## src/rtl/core/mlp_pkg.sv

```systemverilog
// package for the mlp inference engine: item structs, request codes, config indexes
// and the activation codes used by the datapath
// no dependencies
`default_nettype none
package mlp_pkg;

  localparam logic [1:0] REQ_WEIGHT = 2'd0;
  localparam logic [1:0] REQ_BIAS   = 2'd1;
  localparam logic [1:0] REQ_INPUT  = 2'd2;
  localparam logic [1:0] REQ_RUN    = 2'd3;

  localparam logic [2:0] CFG_NUM_LAYERS = 3'd0;
  localparam logic [2:0] CFG_SIZE0      = 3'd1;
  localparam logic [2:0] CFG_SIZE1      = 3'd2;
  localparam logic [2:0] CFG_SIZE2      = 3'd3;
  localparam logic [2:0] CFG_SIZE3      = 3'd4;
  localparam logic [2:0] CFG_BIAS_MASK  = 3'd5;
  localparam logic [2:0] CFG_ACT_CODES  = 3'd6;
  localparam logic [2:0] CFG_OUT_SCALE  = 3'd7;

  localparam logic [1:0] ACT_LOGISTIC = 2'd0;
  localparam logic [1:0] ACT_TANH     = 2'd2;

  // number of size registers that exist
  localparam int SizeRegs = 4;

  typedef struct packed {
    logic [1:0]         req_type;
    logic [15:0]        index;
    logic signed [15:0] value;
  } in_item_t;

  typedef struct packed {
    logic [5:0]         unit_index;
    logic signed [31:0] result_value;
    logic               last;
  } out_item_t;

  typedef struct packed {
    logic [2:0]  addr;
    logic [15:0] data;
  } cfg_item_t;

endpackage
`default_nettype wire

```

## src/rtl/core/mlp_act.sv

```systemverilog
// activation unit: rounding of the accumulator, logistic / tanh / linear by
// piecewise-linear segments, registered result; uses mlp_pkg
`default_nettype none
module mlp_act #(
  parameter int FRAC_BITS = 12
) (
  input  wire                clk,
  input  wire         [39:0] acc,
  input  wire          [1:0] code,
  output logic signed [41:0] act
);

  localparam int             AW  = 42;
  localparam logic [AW-1:0]  ONE = AW'(1) << FRAC_BITS;

  logic signed [40:0] rnd;
  logic signed [AW-1:0] q;
  logic signed [AW-1:0] x2;
  logic signed [AW-1:0] act_next;

  function automatic logic signed [AW-1:0] logistic(input logic signed [AW-1:0] x);
    logic [AW-1:0] ax;
    logic [AW-1:0] y;
    ax = x[AW-1] ? AW'(-x) : AW'(x);
    if (ax >= 5 * ONE) y = ONE;
    else if (ax >= (19 * ONE) / 8) y = (ax >> 5) + (27 * ONE) / 32;
    else if (ax >= ONE) y = (ax >> 3) + (5 * ONE) / 8;
    else y = (ax >> 2) + ONE / 2;
    return x[AW-1] ? $signed(ONE - y) : $signed(y);
  endfunction

  always_comb begin
    rnd      = $signed({acc[39], acc}) + 41'sd1 <<< 0;
    rnd      = $signed({acc[39], acc}) + $signed(41'(1) << (FRAC_BITS - 1));
    q        = AW'(rnd >>> FRAC_BITS);
    x2       = q <<< 1;
    case (code)
      mlp_pkg::ACT_LOGISTIC: act_next = logistic(q);
      mlp_pkg::ACT_TANH:     act_next = (logistic(x2) <<< 1) - $signed(ONE);
      default:               act_next = q;
    endcase
  end

  always_ff @(posedge clk) begin
    act <= act_next;
  end

endmodule
`default_nettype wire

```

## config.mk

```make
export PLATFORM = sky130hd
export DESIGN_NAME = mlp_act
export DESIGN_NICKNAME = d
export VERILOG_FILES = /design/src/rtl/core/mlp_pkg.sv /design/src/rtl/core/mlp_act.sv
export SDC_FILE = /design/constraint.sdc
export NUM_CORES = 1
export LEC_CHECK = 0
export ABC_CLOCK_PERIOD_IN_PS = 9090
export BUFFER_PORTS_ARGS = -buffer_cell sky130_fd_sc_hd__buf_2
export CAP_MARGIN = 20
export CORE_MARGIN = 1
export CORE_UTILIZATION = 32
export CTS_BUF_LIST = sky130_fd_sc_hd__clkbuf_4
export DETAILED_ROUTE_END_ITERATION = 16
export GPL_ROUTABILITY_DRIVEN = 0
export SLEW_MARGIN = 20
export SYNTH_ARGS = -nofsm -noshare
export SYNTH_HDL_FRONTEND = slang
export SYNTH_SLANG_ARGS = --single-unit
```

## constraint.sdc

```tcl
create_clock -name clk -period 9.09 [get_ports clk]
set_clock_uncertainty 0.05 [all_clocks]
set_input_delay 1.3635 -clock clk [delete_from_list [all_inputs] [get_ports clk]]
set_output_delay 1.3635 -clock clk [all_outputs]
set_load 0.1 [all_outputs]
```

==> results by group, run 1 <==
Synthesis
  • Share of the synthesized area in the top cell type: roughly 15%
  • Post-Syn Nets: between 800 and 900
  • Mapped Cells: about 800
  • Top cell type by total area after synthesis: dfxtp_1
  • Async set-reset flop share out of synthesis: 0%
  • YS warnings: 0
  • Synth Register Bits: 42
  • EDFF count, synth: 0
  • Seq/Total Area, Yosys: 14.74%
  • Yosys cell types: 91
  • Largest cells by area after synthesis: dfxtp_1, xnor2_1, nand2_1, a21oi_1, ha_1
  • Syn Area/Cell: around 7.3 um^2
  • Mapped cell area: between 0.005 and 0.006 mm^2
  • Top_reg_cell synth: dfxtp_1

Drt
  • Routed via count: between 6k and 7k
  • DRC viols: 0
  • Detailed Route WL: roughly 19000 um
  • Initial drt markers: between 500 and 600
  • Number of vias per cell: approximately 5.9
  • Detail Route Antenna Nets: 0
  • WL/cell: 17.71 um
  • Pre-antenna DRT Iters: 6

Timing
  • Final Critical Period: 7967 ps
  • Worst-Margin Slew: 897.8 ps
  • Final hold violation count: 0
  • Worst rel slew slack: 40.15%
  • Fmax: 0.1255 GHz
  • Fin crit share: 87.65%
  • RSZ-0062 raised after global routing: false
  • Max Slew Vio Count: 0
  • Final setup violation count: 0
  • Total negative slack: 0 ps

Critical path
  • Critical Path Start Type: input pin
  • Crit. Startpoint: acc[12]
  • Setup crit end kind: flop
  • CP required: around 9300 ps
  • Critical path type: input pin to flop
  • Crit path DAT: 8200 ps
  • Crit-path max FO: 14

Global route
  • Largest net degree at the start of global routing: 37
  • Vias in the first global route: 5555
  • GR Overflow Total: 0
  • Initial antenna violation count: 1
  • First-pass GRT wire length: 29790 um
  • All-Layer GR Usage: roughly 20%

Clock network
  • H-tree lvl count: 2
  • CTS Buf Count: 5
  • CTS tree: done
  • Sink Count: 42
  • Clock Path Buffers: 2
  • Postcts setup bufs: 0
  • CTS Hold Bufs: 0
  • Clock slew at reported path FFs: 110 ps
  • Clk root buf: clkbuf_4
  • CTS resizes: 0

Worst hold path
  • Hold Crit Endpoint: act[16]$_DFF_P_
  • Hold Path Class: input pin to flop
  • Worst Hold Depth: 3
  • Hold wc startpoint: code[1]

Power and ir drop
  • Pleak: about 2.4 nW
  • Tot Pwr: 632.2 uW
  • Max rail drop VDD: about 0.17 mV
  • PwrDens: roughly 100 mW/mm^2

Place
  • Post-place instance area: ~0.0063 mm^2
  • DP HPWL: between 10000 and 15000 um
  • Port bufs: between 70 and 80

Floorplan
  • Boundary Pins: 85
  • Die X: 135.5 um
  • Rows: 48
  • Die Footprint: ~0.018 mm^2
  • Starting Density: 32.87%
  • Die H: around 140 um
  • Core area: roughly 0.017 mm^2

Layout
  • Largest register FFs: 42
  • Area grow syn2layout: 10.53%
  • Final instance area: between 0.006 and 0.007 mm^2
  • Top flop regs: act (42)
  • Nets: between 800 and 900
  • Most flop-heavy register: act
  • Fillers: about 1.8k
  • Share of cells above drive strength 1: 18.64%

Flow run
  • Max_cap viols: 0

Outcome
  • Status: complete, no violations
[kinds of logic (layout without fill, tap and decap cells)]
family	after synthesis	count (layout)	share of synthesized area, %
compound gates	229	229	28.55
other cells	0	1	0
fa+ha+maj	18	18	3.947
mux	22	22	4.123
flops	42	42	14.74
xor+xnor	75	75	11.78
simple gates	317	317	30.90
buf+inv	74	118	5.965
[per-layer routing]
layer	wire [um]	vias to the layer above	track usage, %
li1	-	3020	-
met1	8565	2857	29.03
met2	7943	265	31.57
met3	1621	31	2.768
met4	414	0	5.618
met5	0	-	0
[layout by cell type, fill, tap and decap left out, types with 16 or more instances in the layout]
cell type,synthesis,final
o21ai_0,34,34
mux2i_1,18,18
xnor2_1,49,49
nand2_1,78,78
nand3_1,32,32
nor2_1,53,53
nand4_1,20,20
buf_2,16,73
buf_4,5,22
ha_1,18,18
dfxtp_1,42,42
nor3_1,24,23
o211ai_1,16,16
a21oi_1,50,50
xor2_1,24,24
a31oi_1,22,22
nor4_1,20,20
[where the power goes]
part           internal (mW)  switching (mW)  leakage (nW)
sequential             0.199         0.00337         0.353
combinational         0.0896           0.259          2.04
clock                 0.0279          0.0538        0.0308
total                  0.316           0.316          2.43
[cells in the mapped netlist (all sizes together), types with 7 or more instances]
| master | n |
|---|---|
| nand2 | 82 |
| nor2 | 53 |
| a21oi | 51 |
| xnor2 | 51 |
| dfxtp | 42 |
| o21ai | 41 |
| nand3 | 32 |
| clkbuf | 30 |
| buf | 28 |
| nor3 | 27 |
| nand4 | 25 |
| xor2 | 24 |
| a31oi | 22 |
| nor4 | 21 |
| mux2i | 19 |
| ha | 18 |
| a211oi | 16 |
| o211ai | 16 |
| inv | 15 |
| and4 | 14 |
| and2 | 12 |
| and3 | 10 |
| or3 | 9 |
| o31a | 7 |
[through the flow]
step | hold WS [ps] | cells | setup WS (ps) | util, %
2_1_floorplan | 1561 | 777 | 1590 | -
3_3_place_gp | 1805 | 1039 | 882.8 | 36.04
3_5_place_dp | 1799 | 1039 | 801.7 | 36.04
4_1_cts | 1423 | 1046 | 1140 | 36.32
5_1_grt | 1468 | 1046 | 592.2 | 36.32
6_report | 1451 | 1047 | 1123 | 36.33
[area by class of cell]
type / count / area, um^2 / share of cell area, %
Antenna cell: 1 / 2.502 / 0.03968
Clock buffer: 5 / 37.54 / 0.5952
Clock inverter: 2 / 10.01 / 0.1587
Timing Repair Buffer: 95 / 530.5 / 8.413
Inverter: 16 / 60.06 / 0.9524
Tap cell: 225 / 281.5 / 4.464
Multi-Input combinational cell: 661 / 4543 / 72.04
Sequential cell: 42 / 840.8 / 13.33
[critical path, stage by stage]
cell	delay (ps)
buf_2	180
ha_1	450
and4_1	500
nand4_1	160
xor2_1	550
nand3_1	200
nor2_1	420
nor2_1	100
xor2_1	160
buf_4	220
inv_1	180
ha_1	280
nor2b_1	70
nor3_1	180
o21ai_0	160
or3_1	470
or3_1	420
ha_1	240
inv_1	100
a211oi_2	70
and3_1	220
xnor2_1	270
ha_1	260
nand2_1	70
mux2_4	280
a311oi_4	260
o21ai_2	240
nand2_1	110
[worst max path at each step]
stage | endpoint
after CTS | act[40]$_DFF_P_
final | act[40]$_DFF_P_
after global routing | act[38]$_DFF_P_
after floorplan | act[28]$_DFF_P_
after global placement | act[36]$_DFF_P_
after detailed placement | act[40]$_DFF_P_
(Power assumes the default switching activity.)
==> inputs of run 2 (changes only) <==
- PLACE_DENSITY: default -> 0.49
==> results by group, run 2 (synthesized netlist as in run 1, its figures left out) <==
Outcome
  • Status: complete, no violations

Power and ir drop
  • Pleak: roughly 2.5 nW
  • Seq pwr share: slightly below 30%
  • PwrDens: 107.5 mW/mm^2
  • Clock power frac: roughly 18%
  • Power share of the combinational group: roughly 53%
  • Tot Pwr: 683.4 uW
  • Max rail drop VDD: approximately 0.11 mV
  • Int Power: about 350 uW
  • Psw: 331.9 uW
  • Sw Share: between 40 and 50%

Timing
  • Final setup violation count: 0
  • Fin crit share: about 88%
  • Total negative slack: 0 ps
  • Final hold violation count: 0
  • RSZ-0062 raised after global routing: false
  • Final Critical Period: 7970 ps
  • Worst rel slew slack: around 40%
  • Max Slew Vio Count: 0
  • Worst-Margin Slew: between 800 and 900 ps
  • Fmax: 0.1255 GHz

Layout
  • Top flop regs: act (42)
  • Final std cells w/o fill: around 1.1k
  • Largest register FFs: 42
  • Most flop-heavy register: act
  • Commonest non-fill, non-tap cell in the layout: nand2_1
  • Share of cells above drive strength 1: 18.91%
  • Nets: just under 900
  • Diode count: 0
  • Most frequent cells in the layout: nand2_1, buf_2, nor2_1, a21oi_1, xnor2_1
  • Area grow syn2layout: 11.40%

Place
  • Placed Instances: about 1.0k
  • DP HPWL: 15820 um
  • Port bufs: 73

Floorplan
  • Die H: around 140 um
  • Boundary Pins: 85
  • Core area: 0.01736 mm^2
  • Starting Density: between 30% and 40%
  • Die X: between 100 and 150 um
  • Rows: between 40 and 50
  • Die Footprint: about 0.018 mm^2

Clock network
  • Clock Path Buffers: 2
  • Clk root buf: clkbuf_4
  • CTS tree: done
  • H-tree lvl count: 2
  • CTS Buf Count: 5
  • CTS resizes: 0
  • Postcts setup bufs: 0
  • Sink Count: 42
  • Clock slew at reported path FFs: 120 ps
  • CTS Hold Bufs: 0

Drt
  • Pre-antenna DRT Iters: 5
  • Number of vias per cell: 5.939
  • Routed via count: between 6k and 7k
  • Initial drt markers: approximately 600
  • Detail Route Antenna Nets: 0
  • WL/cell: around 19 um
  • Detailed Route WL: 20070 um
  • DRC viols: 0

Critical path
  • Critical path's top delay family: simple AND/OR/NAND/NOR gates
  • Slowest-stage cell, CP: or4_1
  • Crit path DAT: a little over 8000 ps
  • Setup crit end kind: flop
  • Bufs and invs on worst path: 3
  • CP required: approximately 9300 ps
  • Slowest stage delay, CP: roughly 700 ps
  • Critical path type: input pin to flop
  • Crit-path max FO: 12
  • Critical Path Start Type: input pin
  • Crit path top cell by count: ha_1

Global route
  • GR Overflow Total: 0
  • Largest net degree at the start of global routing: between 40 and 50
  • All-Layer GR Usage: between 20% and 30%
  • Vias in the first global route: approximately 5.8k
  • Initial antenna violation count: 0
  • First-pass GRT wire length: approximately 32000 um

Flow run
  • Max_cap viols: 0

Worst hold path
  • Hold Path Class: input pin to flop
run 2: cell types whose count changed in the layout (fill, tap and decap cells not counted):
cell        delta
clkbuf_4       +1
clkinv_2       -2
nor3_1         +1
bufinv_16      +1
nor3_2         -1
diode_2        -1
buf_4          +3
clkinvlp_4     +1
run 2: layout make-up:
class                           count  area [um^2]
Fill cell                        1918        11000
Multi-Input combinational cell    661         4538
Sequential cell                    42        840.8
Timing Repair Buffer               98        553.0
Tap cell                          225        281.5
Inverter                           16        60.06
Clock buffer                        6        45.04
Clock inverter                      2        37.54
run 2: power by group through the flow:
stage                     logic [mW]  registers (mW)  clock network [mW]
final                          0.358           0.202               0.123
after global routing           0.383           0.204               0.132
after CTS                      0.356           0.203               0.124
after detailed placement       0.355           0.207                   0
after global placement         0.357           0.207                   0
after floorplan                0.160           0.314                   0
run 2: worst paths after layout:
check	from	endpoint	cells past startpoint
hold / removal	code[1]	act[16]$_DFF_P_	3
setup / recovery	acc[12]	act[22]$_DFF_P_	25
run 2: layer usage:
layer	vias to the layer above	track usage, %	share of wire (%)
li1	3042	-	-
met1	2928	32.91	49
met2	235	34.10	43
met3	31	2.694	6.1
met4	0	5.680	2.1
met5	-	0	0
run 2: metrics by stage:
step / utilization, % / setup WS (ps) / area [um^2] / hold WS, ps
floorplan: - / 1590 / 5705 / 1561
global placement: 36.14 / 893.7 / 6274 / 1819
detailed placement: 36.14 / 871.3 / 6274 / 1823
CTS: 36.62 / 1215 / 6356 / 1449
global route: 36.62 / 663.8 / 6356 / 1477
finish: 36.62 / 1120 / 6356 / 1463
